### src/sv/kvt_pkg.sv
`timescale 1ns / 1ps
`default_nettype none
// ----------------------------------------------------------------------------
// kvt_pkg
// Shared widths, operation codes and status codes of the key-value table.
// ----------------------------------------------------------------------------
package kvt_pkg;

   localparam int FUNC_W          = 2;
   localparam int KEY_W           = 32;
   localparam int VALUE_W         = 32;
   localparam int STATUS_W        = 3;
   localparam int ENTRIES_DEFAULT = 16;

   // Operation codes; the fourth code has no meaning and answers a miss.
   localparam logic [FUNC_W-1:0] FUNC_LOOKUP = 2'd0;
   localparam logic [FUNC_W-1:0] FUNC_DELETE = 2'd1;
   localparam logic [FUNC_W-1:0] FUNC_INSERT = 2'd2;

   localparam logic [STATUS_W-1:0] STATUS_HIT     = 3'd0;
   localparam logic [STATUS_W-1:0] STATUS_MISS    = 3'd1;
   localparam logic [STATUS_W-1:0] STATUS_NEW     = 3'd2;
   localparam logic [STATUS_W-1:0] STATUS_UPDATED = 3'd3;
   localparam logic [STATUS_W-1:0] STATUS_FULL    = 3'd4;

endpackage
`default_nettype wire

### src/sv/kvt_req_if.sv
`timescale 1ns / 1ps
`default_nettype none
// ----------------------------------------------------------------------------
// kvt_req_if
// Request channel of the key-value table: operation, key and value.
// ----------------------------------------------------------------------------
interface kvt_req_if
   import kvt_pkg::*;
();
   logic                      valid;
   logic                      ready;
   logic [FUNC_W-1:0]         func;
   logic signed [KEY_W-1:0]   key;
   logic [VALUE_W-1:0]        value;

   modport source (output valid, output func, output key, output value, input ready);
   modport sink   (input valid, input func, input key, input value, output ready);
endinterface
`default_nettype wire

### src/sv/kvt_rsp_if.sv
`timescale 1ns / 1ps
`default_nettype none
// ----------------------------------------------------------------------------
// kvt_rsp_if
// Response channel of the key-value table: status, echoed key and value.
// ----------------------------------------------------------------------------
interface kvt_rsp_if
   import kvt_pkg::*;
();
   logic                      valid;
   logic                      ready;
   logic [STATUS_W-1:0]       status;
   logic signed [KEY_W-1:0]   key_out;
   logic [VALUE_W-1:0]        value_out;

   modport source (output valid, output status, output key_out, output value_out,
                   input ready);
   modport sink   (input valid, input status, input key_out, input value_out,
                   output ready);
endinterface
`default_nettype wire

### src/sv/key_value_table_unit.sv
`timescale 1ns / 1ps
`default_nettype none
// ----------------------------------------------------------------------------
// key_value_table_unit
// Bounded associative table of ENTRIES slots: lookup, delete, insert/update.
// ----------------------------------------------------------------------------
// A request passes through the states SCAN, LAST and WRITE from its transfer
// until its response is loaded into the output register. SCAN reads the key
// memory slot by slot through its single read port and judges the slot read
// before, LAST judges the last slot and WRITE writes back. One request is in
// work at a time. The unit is ready again once the response is loaded, so a
// request transfers only after the previous one is through. The next request
// transfers once the previous response has been loaded, even if that response
// has not yet been taken. A response still waiting in the output register
// holds the write-back, and with it the input, until that response is taken.
// After reset the unit clears the valid marks in the key memory slot by slot
// and accepts no request during that time. An insert of a new key takes the
// lowest-numbered free slot.
module key_value_table_unit
   import kvt_pkg::*;
#(
   parameter int ENTRIES = ENTRIES_DEFAULT
) (
   input  wire              clock,
   input  wire              reset,
   kvt_req_if.sink          req_if,
   kvt_rsp_if.source        rsp_if
);

   localparam int IDX_W = (ENTRIES > 1) ? $clog2(ENTRIES) : 1;
   localparam logic [IDX_W-1:0] LAST_IDX = IDX_W'(ENTRIES - 1);

   typedef enum logic [2:0] {
      ST_CLEAR,
      ST_IDLE,
      ST_SCAN,
      ST_LAST,
      ST_WRITE
   } state_type;

   // Key memory holds the valid mark on top of the key.
   logic [KEY_W:0]            kv_mem [ENTRIES];
   logic [VALUE_W-1:0]        val_mem [ENTRIES];
   logic [KEY_W:0]            kv_rd_ff;
   logic [VALUE_W-1:0]        val_rd_ff;

   state_type                 state_ff;
   logic [IDX_W-1:0]          scan_idx_ff;
   logic                      eval_vld_ff;
   logic [IDX_W-1:0]          eval_idx_ff;

   logic [FUNC_W-1:0]         func_ff;
   logic signed [KEY_W-1:0]   key_ff;
   logic [VALUE_W-1:0]        value_ff;

   logic                      hit_ff;
   logic [IDX_W-1:0]          hit_idx_ff;
   logic [VALUE_W-1:0]        hit_val_ff;
   logic                      free_ff;
   logic [IDX_W-1:0]          free_idx_ff;

   logic                      rsp_valid_ff;
   logic [STATUS_W-1:0]       rsp_status_ff;
   logic signed [KEY_W-1:0]   rsp_key_ff;
   logic [VALUE_W-1:0]        rsp_value_ff;

   logic                      entry_match;
   logic                      entry_free;
   logic                      wb_go;
   logic                      kv_we;
   logic [IDX_W-1:0]          kv_waddr;
   logic [KEY_W:0]            kv_wdata;
   logic                      val_we;
   logic [IDX_W-1:0]          val_waddr;
   logic [STATUS_W-1:0]       status_in;
   logic [VALUE_W-1:0]        value_out_in;

   assign req_if.ready     = (state_ff == ST_IDLE);
   assign rsp_if.valid     = rsp_valid_ff;
   assign rsp_if.status    = rsp_status_ff;
   assign rsp_if.key_out   = rsp_key_ff;
   assign rsp_if.value_out = rsp_value_ff;

   // Slot read from the key memory register, judged against the request.
   assign entry_match = eval_vld_ff && kv_rd_ff[KEY_W] &&
                        (kv_rd_ff[KEY_W-1:0] == key_ff);
   assign entry_free  = eval_vld_ff && !kv_rd_ff[KEY_W];

   assign wb_go = (state_ff == ST_WRITE) && (!rsp_valid_ff || rsp_if.ready);

   always_comb begin
      kv_we        = 1'b0;
      kv_waddr     = scan_idx_ff;
      kv_wdata     = '0;
      val_we       = 1'b0;
      val_waddr    = hit_idx_ff;
      status_in    = STATUS_MISS;
      value_out_in = '0;
      if (state_ff == ST_CLEAR) begin
         kv_we = 1'b1;
      end
      case (func_ff)
         FUNC_LOOKUP: begin
            if (hit_ff) begin
               status_in    = STATUS_HIT;
               value_out_in = hit_val_ff;
            end
         end
         FUNC_DELETE: begin
            if (hit_ff) begin
               status_in    = STATUS_HIT;
               value_out_in = hit_val_ff;
               if (wb_go) begin
                  kv_we    = 1'b1;
                  kv_waddr = hit_idx_ff;
                  kv_wdata = {1'b0, key_ff};
               end
            end
         end
         FUNC_INSERT: begin
            if (hit_ff) begin
               status_in = STATUS_UPDATED;
               val_we    = wb_go;
            end else if (free_ff) begin
               status_in = STATUS_NEW;
               val_we    = wb_go;
               val_waddr = free_idx_ff;
               if (wb_go) begin
                  kv_we    = 1'b1;
                  kv_waddr = free_idx_ff;
                  kv_wdata = {1'b1, key_ff};
               end
            end else begin
               status_in = STATUS_FULL;
            end
         end
         default: begin
            status_in = STATUS_MISS;
         end
      endcase
   end

   always_ff @(posedge clock) begin
      if (kv_we) begin
         kv_mem[kv_waddr] <= kv_wdata;
      end
      kv_rd_ff <= kv_mem[scan_idx_ff];
   end

   always_ff @(posedge clock) begin
      if (val_we) begin
         val_mem[val_waddr] <= value_ff;
      end
      val_rd_ff <= val_mem[scan_idx_ff];
   end

   always_ff @(posedge clock) begin
      if (reset) begin
         state_ff     <= ST_CLEAR;
         scan_idx_ff  <= '0;
         eval_vld_ff  <= 1'b0;
         rsp_valid_ff <= 1'b0;
         hit_ff       <= 1'b0;
         free_ff      <= 1'b0;
      end else begin
         eval_vld_ff <= (state_ff == ST_SCAN);
         eval_idx_ff <= scan_idx_ff;
         if (wb_go) begin
            rsp_valid_ff <= 1'b1;
         end else if (rsp_valid_ff && rsp_if.ready) begin
            rsp_valid_ff <= 1'b0;
         end
         if (entry_match) begin
            hit_ff     <= 1'b1;
            hit_idx_ff <= eval_idx_ff;
            hit_val_ff <= val_rd_ff;
         end
         if (entry_free && !free_ff) begin
            free_ff     <= 1'b1;
            free_idx_ff <= eval_idx_ff;
         end
         case (state_ff)
            ST_CLEAR: begin
               if (scan_idx_ff == LAST_IDX) begin
                  scan_idx_ff <= '0;
                  state_ff    <= ST_IDLE;
               end else begin
                  scan_idx_ff <= scan_idx_ff + 1'b1;
               end
            end
            ST_IDLE: begin
               if (req_if.valid) begin
                  func_ff     <= req_if.func;
                  key_ff      <= req_if.key;
                  value_ff    <= req_if.value;
                  hit_ff      <= 1'b0;
                  free_ff     <= 1'b0;
                  scan_idx_ff <= '0;
                  state_ff    <= ST_SCAN;
               end
            end
            ST_SCAN: begin
               if (scan_idx_ff == LAST_IDX) begin
                  scan_idx_ff <= '0;
                  state_ff    <= ST_LAST;
               end else begin
                  scan_idx_ff <= scan_idx_ff + 1'b1;
               end
            end
            ST_LAST: begin
               state_ff <= ST_WRITE;
            end
            ST_WRITE: begin
               if (wb_go) begin
                  rsp_status_ff <= status_in;
                  rsp_key_ff    <= key_ff;
                  rsp_value_ff  <= value_out_in;
                  state_ff      <= ST_IDLE;
               end
            end
            default: begin
               state_ff <= ST_IDLE;
            end
         endcase
      end
   end

endmodule
`default_nettype wire

### src/flat_wrapper.sv
// flat-port wrapper written by rule: the top's interface ports become plain ports
module key_value_table_unit_flat import kvt_pkg::*;
#(
   parameter int ENTRIES = ENTRIES_DEFAULT
)
  (clock, reset, req_if_valid, req_if_func, req_if_key, req_if_value, req_if_ready, rsp_if_valid, rsp_if_status, rsp_if_key_out, rsp_if_value_out, rsp_if_ready);
  kvt_req_if req_if_i ();
  kvt_rsp_if rsp_if_i ();
  input  wire clock;
  input  wire reset;
  input wire logic [$bits(req_if_i.valid)-1:0] req_if_valid;
  input wire logic [$bits(req_if_i.func)-1:0] req_if_func;
  input wire logic [$bits(req_if_i.key)-1:0] req_if_key;
  input wire logic [$bits(req_if_i.value)-1:0] req_if_value;
  output wire logic [$bits(req_if_i.ready)-1:0] req_if_ready;
  output wire logic [$bits(rsp_if_i.valid)-1:0] rsp_if_valid;
  output wire logic [$bits(rsp_if_i.status)-1:0] rsp_if_status;
  output wire logic [$bits(rsp_if_i.key_out)-1:0] rsp_if_key_out;
  output wire logic [$bits(rsp_if_i.value_out)-1:0] rsp_if_value_out;
  input wire logic [$bits(rsp_if_i.ready)-1:0] rsp_if_ready;
  assign req_if_i.valid = req_if_valid;
  assign req_if_i.func = req_if_func;
  assign req_if_i.key = req_if_key;
  assign req_if_i.value = req_if_value;
  assign req_if_ready = req_if_i.ready;
  assign rsp_if_valid = rsp_if_i.valid;
  assign rsp_if_status = rsp_if_i.status;
  assign rsp_if_key_out = rsp_if_i.key_out;
  assign rsp_if_value_out = rsp_if_i.value_out;
  assign rsp_if_i.ready = rsp_if_ready;
  key_value_table_unit #(.ENTRIES(ENTRIES)) u_core (.clock(clock), .reset(reset), .req_if(req_if_i), .rsp_if(rsp_if_i));
endmodule
### config.mk
export PLATFORM = sky130hd
export DESIGN_NAME = key_value_table_unit_flat
export DESIGN_NICKNAME = d
export VERILOG_FILES = /design/src/sv/kvt_pkg.sv /design/src/sv/kvt_req_if.sv /design/src/sv/kvt_rsp_if.sv /design/src/sv/key_value_table_unit.sv /design/src/flat_wrapper.sv
export SDC_FILE = /design/constraint.sdc
export NUM_CORES = 1
export LEC_CHECK = 0
export BUFFER_PORTS_ARGS = -buffer_cell sky130_fd_sc_hd__buf_2
export CORE_ASPECT_RATIO = 1.2
export CORE_MARGIN = 1.5
export CORE_UTILIZATION = 56
export DETAILED_ROUTE_END_ITERATION = 10
export PLACE_DENSITY = 0.76
export SETUP_SLACK_MARGIN = 0.5
export SLEW_MARGIN = 20
export SYNTH_ARGS = -nofsm -noshare
export SYNTH_HDL_FRONTEND = slang
export SYNTH_SLANG_ARGS = --single-unit
### constraint.sdc
create_clock -name clock -period 5.1 [get_ports clock]
set_input_delay 0.51 -clock clock [delete_from_list [all_inputs] [get_ports clock]]
set_output_delay 0.51 -clock clock [all_outputs]
set_load 0.01 [all_outputs]
**After elaboration in Yosys (flattened, before gate mapping)**

Memory sizes are Yosys's and may differ from the RTL's. A register that Yosys moved wholly into a read port is not among the register bits.
Index checks and enable logic that the tools add are counted.

- Output and inout bits: 69
- Memories kept: 2
- RAM bits: 1040
- Register bits after elaboration: 188
- Logic and storage cells: 103

Memories:

| name | depth | width | rd ports | clocked after Yosys merged registers in | wr ports | RTL line | RTL |
|---|---|---|---|---|---|---|---|
| u_core.kv_mem | 16 | 33 | 1 | 1 | 1 | key_value_table_unit.sv:42 | `logic [KEY_W:0] kv_mem [ENTRIES];` |
| u_core.val_mem | 16 | 32 | 1 | 1 | 1 | key_value_table_unit.sv:43 | `logic [VALUE_W-1:0] val_mem [ENTRIES];` |

- Equality and inequality tests: 12
- Bitwise logic cells: 1
- Reduce and logical (&&, ||, !) cells: 23
- Mux-type cells: 48
- Add/sub/neg operators: 1

Operators with widths:

| cell | number |
|---|---|
| $mux W33 | 4 |
| $pmux W33 S2 | 1 |
| $mux W4 | 10 |
| $eq A32 B32 Y1 | 1 |
| $mux W32 | 1 |
| $mux W1 | 21 |
| $mux W3 | 6 |
| $pmux W4 S2 | 2 |
| $pmux W3 S5 | 1 |
| $reduce_and A2 Y1 | 4 |
| $eq A3 B2 Y1 const B | 2 |
| $logic_and A1 B1 Y1 | 6 |
| $ne A2 B2 Y1 const B | 3 |
| $pmux W3 S2 | 1 |
| $reduce_and A3 Y1 | 2 |
| $add A4 B1 Y4 const B | 1 |
| $eq A4 B4 Y1 const B | 1 |
| $reduce_and A4 Y1 | 1 |
| $reduce_bool A2 Y1 | 2 |
| $reduce_or A2 Y1 | 2 |
| $eq A3 B1 Y1 const B | 1 |
| $eq A3 B3 Y1 const B | 1 |
| $logic_not A1 Y1 | 3 |
| $logic_not A3 Y1 | 1 |
| 7 further kinds | 7 |

**Longest topological paths before layout**

Gate-level depths: netlist of the first run.

- Depth after elaboration: 9
- Depth in mapped cells: 9
- Gate-level depth less buffers: 7

**Worst setup path before layout of the first run**

No wires, ideal clock.

- Path type: register to register
- From: register u_core.func_ff[1]
- To: memory u_core.kv_mem[10][0] in the netlist's numbering, enable pin
- Arrival: 4.990 ns
- Path slack: -0.396 ns
- Stages on the path, launching flop included: 10
- Data required time: 4.594 ns
- Cell sequence: edfxtp_1 -> inv_1 -> ha_1 -> clkbuf_1 -> inv_1 -> o221ai_1 -> o21ai_0 -> and2_1 -> buf_2 -> nor4_1

- Word-level cells in the longest chain between the ends: 4
- Elaborated cells between the ends (all ways): 6
- Classes of those cells: eq/ne (2); mux (4)

Ends and longest elaborated chain:

| what | RTL line | RTL |
|---|---|---|
| start: declaration | key_value_table_unit.sv:52 | `logic [FUNC_W-1:0] func_ff;` |
| start signal: assignment | key_value_table_unit.sv:193 | `func_ff <= req_if.func;` |
| $eq A2 B2 Y1 / $eq A2 B1 Y1 (equally long branches) | key_value_table_unit.sv:102 | `case (func_ff)` |
| $pmux W1 S2 | key_value_table_unit.sv:102 |  |
| $mux W1 | key_value_table_unit.sv:144 | `if (kv_we) begin` |
| $mux W1 (implied by the code) | key_value_table_unit.sv:145 | `kv_mem[kv_waddr] <= kv_wdata;` |
| end: declaration | key_value_table_unit.sv:42 |  |

Several ways; a longest one is shown, not always the timed one.

**Worst setup path in the final report of the first run**

- From: register u_core.state_ff[2]
- To: memory u_core.val_mem[13][21], enable pin

- Word-level cells in the longest chain between the ends: 7

Ends and longest elaborated chain:

| what | RTL line | RTL |
|---|---|---|
| start: declaration | key_value_table_unit.sv:47 | `state_type state_ff;` |
| start signal: assignment | key_value_table_unit.sv:159 | `state_ff <= ST_CLEAR;` |
| start signal: assignment | key_value_table_unit.sv:186 | `state_ff <= ST_IDLE;` |
| start signal: assignment | key_value_table_unit.sv:199 | `state_ff <= ST_SCAN;` |
| $eq A3 B3 Y1 (*) | key_value_table_unit.sv:89 | `assign wb_go = (state_ff == ST_WRITE) && (!rsp_valid_ff \|\| rsp_if.ready);` |
| $logic_and A1 B1 Y1 (*) | key_value_table_unit.sv:89 |  |
| $mux W1 | key_value_table_unit.sv:124 | `end else if (free_ff) begin` |
| $mux W1 (*) | key_value_table_unit.sv:121 | `if (hit_ff) begin` |
| $mux W1 (*) | key_value_table_unit.sv:102 |  |
| $mux W1 (*) | key_value_table_unit.sv:151 | `if (val_we) begin` |
| $mux W1 (implied by the code) (*) | key_value_table_unit.sv:152 | `val_mem[val_waddr] <= value_ff;` |
| end: declaration | key_value_table_unit.sv:43 |  |

Mark *: on every way between the ends. The rest lies on a longest branch, timed or not.

==> results of run 1 <==
==> layout make-up <==
cell class                 instances  area [µm²]
tap                             1121        1400
clock inverter                    81        1010
sequential                      1293       38100
timing repair buffer             247        1780
multi-input combinational        586        9370
clock buffer                     135        3010
inverter                          10        40.0
fill                            5154       29000
antenna                            1        2.50
==> cells in the final DEF, fill, tap and decap left out, types with 5 or more instances in the layout <==
cell	synthesis	final
nor2_1	29	10
nor3_2	1	5
nor2_4	0	19
buf_4	8	40
nor4_4	0	9
nand3_1	9	9
bufinv_16	0	20
clkbuf_1	47	14
nand4_1	7	7
nand2_1	11	11
edfxtp_1	1217	1217
clkinvlp_4	0	5
clkbuf_8	0	6
nor2b_1	8	8
clkinv_1	1	18
and2_1	66	66
dfxtp_1	76	73
nor3b_1	8	8
a21oi_1	6	6
xnor2_1	30	30
ha_1	5	5
dlygate4sd3_1	0	62
inv_1	9	9
o21ai_0	8	5
nor3_1	14	10
clkbuf_16	0	115
buf_2	31	138
clkinv_2	0	28
mux4_2	325	325
==> stage by stage <==
step	setup slack (ns)	setup TNS [ns]	utilization (%)	area, µm²
after floorplan	-0.369	-36.52	-	47600
after global placement	1.55	0	59.6	49900
after detailed placement	1.32	0	59.6	49900
after CTS	1.29	0	65.2	54600
after global routing	1.11	0	65.3	54700
final	1.36	0	65.3	54700
==> sequential cells by signal, summed over array words and instances (netlist names), 4 cells and up <==
| register | cells |
|---|---|
| u_core.eval_idx_ff | 4 |
| u_core.free_idx_ff | 4 |
| u_core.hit_idx_ff | 4 |
| u_core.hit_val_ff | 32 |
| u_core.key_ff | 32 |
| u_core.kv_mem | 528 |
| u_core.kv_rd_ff | 33 |
| u_core.rsp_if.key_out | 32 |
| u_core.rsp_if.value_out | 32 |
| u_core.scan_idx_ff | 4 |
| u_core.val_mem | 512 |
| u_core.val_rd_ff | 32 |
| u_core.value_ff | 32 |
==> how the worst max path moves through the flow <==
stage                        from                      to  cells past startpoint
2_1_floorplan   u_core.func_ff[1]    u_core.kv_mem[12][0]                      8
5_1_grt        u_core.state_ff[2]  u_core.val_mem[13][21]                      6
4_1_cts        u_core.state_ff[2]  u_core.val_mem[13][21]                      6
6_report       u_core.state_ff[2]  u_core.val_mem[13][21]                      6
3_5_place_dp   u_core.state_ff[2]  u_core.val_mem[14][28]                      6
3_3_place_gp   u_core.state_ff[2]  u_core.val_mem[13][25]                      6
==> where the power goes <==
group          total [mW]  leakage [nW]  switching, mW  internal (mW)
combinational        1.01          3.68          0.467          0.545
sequential           11.7          11.5         0.0760           11.6
clock                9.13          1.97           3.87           5.26
==> logic make-up (layout without fill, tap and decap cells) <==
group | count (synthesis) | in the layout | share of synthesized area (%)
compound gates | 36 | 36 | 0.610
flops | 1293 | 1293 | 80.0
mux | 327 | 327 | 15.4
fa+ha+maj | 5 | 5 | 0.131
other cells | 0 | 1 | 0
buf+inv | 101 | 473 | 0.972
xor+xnor | 33 | 33 | 0.607
simple gates | 185 | 185 | 2.30
==> timing repair <==
| item | in CTS | in global routing |
|---|---|---|
| resized for setup | 0 | 0 |
| hold buffers | 62 | 0 |
| endpoints found under the hold margin | 62 | 0 |
==> per-layer routing <==
| layer | global-route usage, % | part of all wire (%) | vias up |
|---|---|---|---|
| met4 | 7.11 | 2.8 | 2 |
| met2 | 42.1 | 53 | 954 |
| met3 | 3.19 | 6.2 | 200 |
| met5 | 0 | 0.013 | - |
| li1 | - | - | 8903 |
| met1 | 31.6 | 38 | 11400 |
==> summary by stage, run 1 <==
Worst hold path
In this run the worst hold path is classified as in -> reg. The worst hold path terminates at u_core.value_ff[5]. Along the worst hold path, the cell count comes to 1.

The startpoint of the worst hold path is req_if_value[5].

Global route
The first global-routing pass estimated ~150000 µm of wire. Global routing finished with a remaining overflow of 0. The number of antenna violations at the first check in global routing came to 2. The maximum number of pins on one net before global-route repair is 170.

The number of global-route vias before repair is about 23000. The total global routing track utilization is between 20% and 30%.

Die
For this configuration, the core starts out at a cell density of between 50 and 60%. The floorplan step set the die height to 322 µm. In this run the horizontal extent of the chip is 269 µm.

The floorplan has 116 rows. The count of boundary I/O pins is 139. The die covers 86800 µm². The core region is between 80000 and 90000 µm².

Synthesis
The average size of a mapped cell is approximately 24 µm². In the post-synthesis netlist, the biggest area contributors are edfxtp_1 77%, mux4_2 15%, dfxtp_1 3.2%, and2_1 0.87%, xnor2_1 0.55%. Of all flip-flops after synthesis, the portion carrying an async set or reset was 0%.

The netlist area before placement is 47600 µm². For this run, the register share of the synthesized area comes to roughly four fifths. In the synthesized netlist, the cells that appear most often are 1217 x edfxtp_1, 325 x mux4_2, 76 x dfxtp_1. The largest total area in the synthesized netlist belongs to edfxtp_1. The dominant register cell in the synthesized netlist is edfxtp_1. The number of synthesized register bits is around 1300. The count of different cell masters after synthesis is between 50 and 60. The gate count after technology mapping is 1980. Counting every net in the synthesized netlist gives 2055.

The number of synthesis warnings is 0. Yosys instantiated no cell more often than edfxtp_1. In this run, synthesis inferred approximately 1200 flip-flops with an integrated enable. The share of Yosys cell area claimed by the top area cell type is about 77%.

Worst setup path
For the worst setup path, the data required time is 5.48 ns. The critical path goes through nor3b_1, nand2_1, nor3_1, o21ai_1, nor2_4, buf_4. The setup check on the worst reg-to-reg path leaves a slack of 1.36 ns. The cell family with the largest share of critical-path delay is simple AND/OR/NAND/NOR gates.

The startpoint-to-endpoint class of the critical path is reg -> reg. The worst setup path is captured at a flip-flop. The startpoint of the most critical register-to-register path is u_core.state_ff[2]. Measured in cells, the most critical reg-to-reg path has a length of 6. In this run the worst path has a maximum fanout of 20. The biggest cell delay along the critical path is ~0.80 ns.

The number of buffer and inverter stages on the critical path is 1. The startpoint kind of the worst setup timing path is a flip-flop. The endpoint arrival time on the critical path is 4.11 ns. The cell at the slowest stage of the critical path is nor2_4. In this run the critical register-to-register path is captured at u_core.val_mem[13][21].

Timing
Measured against its own limit, the worst slew margin works out to 25.7%. The final count of hold timing violations came to 0. Timing would allow up to around 270 MHz. The post-route clock skew is roughly 0.031 ns. The clock period could shrink to between 3 and 4 ns. The minimum hold slack is about 0.028 ns. In the finished design, the share of the clock period the worst path needs comes to 73.3%.

The final number of setup-violating endpoints is 0. Setup repair after global routing left no endpoint under its margin. The max-slew violation count is 0. At the pin with the least slew margin, the transition time is roughly 1.1 ns.

CTS
The clock latency on the worst-skew pair is 0.72 ns. The number of setup buffers added after CTS is 0. The worst-case clock buffer depth is 3. CTS saw between 1000 and 1500 sinks. The number of H-tree levels is 3. Clock-pin slew was measured on the worst setup and hold paths at 0.07 ns. The tree is rooted in a clkbuf_16.

The TritonCTS buffer count is 115. TritonCTS built the clock tree.

Drt
After detailed routing, the average wire length per cell comes to about 29 µm. The final route contains 21400 vias. Before antenna repair, the detailed router went through 6 iterations. The aggregate routed wire length is around 100000 µm. The mean number of vias per cell is 6.17.

In this run the remaining antenna-violating nets after routing total 0. The DRC violation total after the first TritonRoute iteration is about 2400. The remaining routing DRC violations is 0.

Final layout
The proportion of layout cells with a drive suffix above 1 is a little under a third. The number of nets at the end of the flow is approximately 2300. The layout overhead on the synthesized area is 14.9%. The final standard cell count with taps included and fillers excluded is 3474.

Pwr
The post-route total power is roughly 22 mW. The power density over the cells is approximately 400 nW/µm². VDD sags by at most about 0.42 mV. The reported leakage power is 17.2 nW.

Placement
After legalization and detailed placement, the total HPWL measured between 50000 and 60000 µm. During placement, the flow inserted port buffers numbering about 140. The count of placed standard cells including taps is roughly 3200. At the end of routability-driven placement, the weighted congestion stood at 0.806.

Status
The flow ran to the end, and the final reports show no timing, DRC or antenna violations.

Flow run
The tool flagged a number of max-cap violations equal to 0.
Power figures use the tool's default switching activity.
==> run 2: changes to the inputs <==
--- a/config.mk
+++ b/config.mk
@@ -8,9 +8,9 @@
 export BUFFER_PORTS_ARGS = -buffer_cell sky130_fd_sc_hd__buf_2
 export CORE_ASPECT_RATIO = 1.2
 export CORE_MARGIN = 1.5
-export CORE_UTILIZATION = 56
+export CORE_UTILIZATION = 60
 export DETAILED_ROUTE_END_ITERATION = 10
-export PLACE_DENSITY = 0.76
+export PLACE_DENSITY = 0.77
 export SETUP_SLACK_MARGIN = 0.5
 export SLEW_MARGIN = 20
 export SYNTH_ARGS = -nofsm -noshare
==> constraint.sdc (replaced) <==
create_clock -name clock -period 3.9 [get_ports clock]
set_input_delay 0.39 -clock clock [delete_from_list [all_inputs] [get_ports clock]]
set_output_delay 0.39 -clock clock [all_outputs]
set_load 0.01 [all_outputs]
==> summary by stage, run 2 (synthesized netlist as in run 1, its figures left out) <==
Final layout
Compared with the post-synthesis result, the final layout area differs by 15.3%. More flip-flops sit in one register than any other, and that register is u_core.kv_mem. The final core area utilization is 70.2% (+4.9 points). The fill cell total of the finished layout came to 4416 (-14%). The count of antenna diodes in the layout is 0 (-1). The final standard cell count with taps included and fillers excluded is 3403 (-2.0%). Leaving out fill and tap cells, the most frequent cells in the layout are 1217 x edfxtp_1, 325 x mux4_2, 138 x buf_2. The proportion of layout cells with a drive suffix above 1 is 31.7% (+0.046 points). The area of all placed cells without fillers is 54900 µm² (+0.32%). The number of nets at the end of the flow is 2350 (+0.95%).

In the final layout, the registers with the most flip-flops are u_core.kv_mem (528), u_core.val_mem (512), u_core.kv_rd_ff (33). The number of flip-flops under the largest register name was 528 (unchanged). The most common library cell in the layout ignoring fill and taps is edfxtp_1.

Die
The floorplan row count was 112 (-3.4%). The total die area is 81100 µm² (-6.6%). The count of boundary I/O pins is 139 (unchanged). The floorplan die height was 312 µm (-3.4%). The initial standard-cell utilization of the core is 60.9% (+4.0 points). The floorplan core area is 78200 µm² (-6.6%). The width of the die came to 260 µm (-3.4%).

CTS
Clock tree synthesis selected as its root buffer the cell clkbuf_16. The clock-pin slew on the worst setup and hold paths came to 0.06 ns (about the same). The number of sinks driven by the clock tree is 1293 (unchanged). The clock latency on the worst-skew pair is 0.68 ns (-0.04 ns).

The TritonCTS buffer count was 117 (+1.7%). The worst-case clock buffer depth came to 3 (unchanged). The number of H-tree levels was 3 (unchanged). The CTS tree is built.

Pwr
The peak supply drop is 0.436 mV (+3.8%). The clock share of power is 41.5% (-0.3 points). The share of total power in combinational logic is 4.6% (about the same).

The post-route total power is 28.3 mW (+30%). The share of power burned in registers is 54.0% (+0.5 points). The cell-internal power is 22.7 mW (+30%). The net switching power figure is 5.63 mW (+28%).

The switching fraction of total power came to 19.9% (-0.34 points). The power density over the cells is 517 nW/µm² (+29%). The reported leakage power is 17.3 nW (+0.63%).

Drt
The number of nets with antenna violations after routing is 0 (unchanged). The uppermost signal routing layer after detailed routing is met4. The met1 routed wirelength after detailed routing is 36700 µm (-6.0%).

The aggregate routed wire length is 103000 µm (+0.62%). The total met2 wirelength after detailed routing is 56400 µm (+4.1%). The remaining routing DRC violations is 0 (unchanged). The via total after detailed routing is 21700 (+1.2%). The DRC violation total after the first TritonRoute iteration was 2590 (+7.4%). The number of iterations in the first detailed-routing pass is 6 (unchanged). The mean number of vias per cell is 6.38 (+3.4%). The met3 wire length was 6900 µm (+8.0%).

The average wire per cell in the routed design is 30.3 µm (+2.7%).

Global route
The total global routing track utilization is 26.0% (+2.1 points). The number of global-route vias before repair is 23300 (+3.1%). The number of antenna violations at the first check in global routing was 1 (-1).

The sum of overflow across all layers after global routing is 0 (unchanged). The maximum number of pins on one net before global-route repair is 133 (-22%). The global-route wire length before repair is 152000 µm (+0.89%).

Flow run
The number of max-cap violations is 0 (unchanged).

Timing
The total negative setup slack came to 0 ns (unchanged). The max-slew violation count is 0 (unchanged). The pin slew with the least headroom to its limit is 1.07 ns (-0.0482 ns). The fmax is 306 MHz (+14%).

The shortest clock period the worst path allows after layout came to 3.27 ns (-0.466 ns). The post-route clock skew is 0.0255 ns (-0.00569 ns). Setup repair after global routing left no endpoint under its margin.

The relative max-transition margin is 28.6% (+2.9 points). The final count of hold timing violations is 0 (unchanged). The final number of setup-violating endpoints is 0 (unchanged). The post-route fraction of the period consumed by the critical path is 83.8% (+11 points).

Worst setup path
The cell family with the largest share of critical-path delay is simple AND/OR/NAND/NOR gates. The first element of the critical path is u_core.state_ff[2]. The endpoint arrival time on the critical path came to 3.57 ns (-0.54 ns). The maximum fanout encountered on the critical timing path is 32 (+60%). The startpoint of the most critical register-to-register path is u_core.state_ff[2]. The biggest cell delay along the critical path was 0.56 ns (-0.24 ns). The number of buffer and inverter stages on the critical path was 1 (unchanged). The endpoint required time on the critical path is 4.20 ns (-1.28 ns). The worst setup path is launched from a flip-flop. The startpoint-to-endpoint class of the critical path is reg -> reg. The setup slack on the worst flop-to-flop path is 0.63 ns (-0.73 ns). The endpoint kind of the worst setup timing path is a flip-flop. The critical path goes through nor3b_1, nand2_1, nor3_2, o21ai_1, nor2_4, buf_4. The slowest stage of the critical path is the buf_4 cell.

Placement
The number of buffers inserted by port buffering came to 138 (unchanged). The total placed instance area is 50100 µm² (+0.38%). The post-DP HPWL was 52300 µm (-6.4%).

The last weighted congestion value of the routability-driven placer is 0.817 (+1.4%). The count of placed standard cells including taps came to 3107 (-2.6%).

Worst hold path
The tightest min-delay check is of the in -> reg type. The startpoint of the worst hold path is req_if_valid.

Status
The flow ran to the end, and the final reports show no timing, DRC or antenna violations.
run 2: changes by cell type in the layout (fill, tap and decap cells not counted), moves of 4 or more:
cell	previous run	this run
clkinvlp_4	5	1
buf_12	3	19
clkbuf_8	6	14
buf_6	0	7
dlygate4sd3_1	62	66
buf_4	40	35
nor3_4	0	4
bufinv_16	20	15
clkbuf_1	14	33
clkinv_2	28	18
buf_16	4	0
run 2: path summary, 6_finish.rpt:
| path | cells after the start | endpoint |
|---|---|---|
| worst max register to register | 6 | u_core.val_mem[2][9] |
| worst min register to register | 0 | u_core.hit_val_ff[2] |
| worst min-delay path | 3 | u_core.state_ff[0] |
| worst max-delay path | 6 | u_core.val_mem[2][9] |
run 2: routing by layer:
layer	GRT usage (%)	vias to the layer above
met5	0	-
met4	8.95	0
met3	3.29	207
met2	46.4	1084
met1	33.1	11500
li1	-	8945
run 2: repair_timing:
item,in CTS,in global routing
endpoints found under the setup margin,343,648
pin swaps,3,1
hold endpoints to repair,66,0
buffers inserted,6,3
gates resized for setup,3,16
hold buffers,66,0
run 2: power by group through the flow:
| stage | Sequential, mW | Clock, mW | Combinational [mW] |
|---|---|---|---|
| 6_report | 15.3 | 11.8 | 1.30 |
| 5_1_grt | 15.3 | 12.4 | 1.37 |
| 4_1_cts | 15.3 | 11.9 | 1.31 |
| 3_5_place_dp | 15.6 | 0 | 1.25 |
| 3_3_place_gp | 15.6 | 0 | 1.22 |
| 2_1_floorplan | 15.5 | 0 | 0.957 |
run 2: area by class of cell:
class,count,area [µm²],area share (%)
multi-input combinational,586,9430,17.2
tap,1026,1280,2.34
sequential,1293,38100,69.4
inverter,10,40.0,0.0730
timing repair buffer,267,2100,3.83
clock buffer,164,3260,5.93
clock inverter,57,684,1.25
run 2: per-stage QoR:
| step | hold slack (ns) | worst slack, ns |
|---|---|---|
| after CTS | 0.0134 | 0.495 |
| after floorplan | 0.386 | -0.206 |
| after detailed placement | 0.390 | 0.346 |
| after global routing | 0.0483 | 0.521 |
| after global placement | 0.388 | 0.687 |
| final | 0.0542 | 0.630 |
run 2: tightest hold or removal path, delay by kind of cell:
family / cells / cell delay, ns
compound gates: 1 / 0.13
simple gates: 1 / 0.05
buf+inv: 1 / 0.12
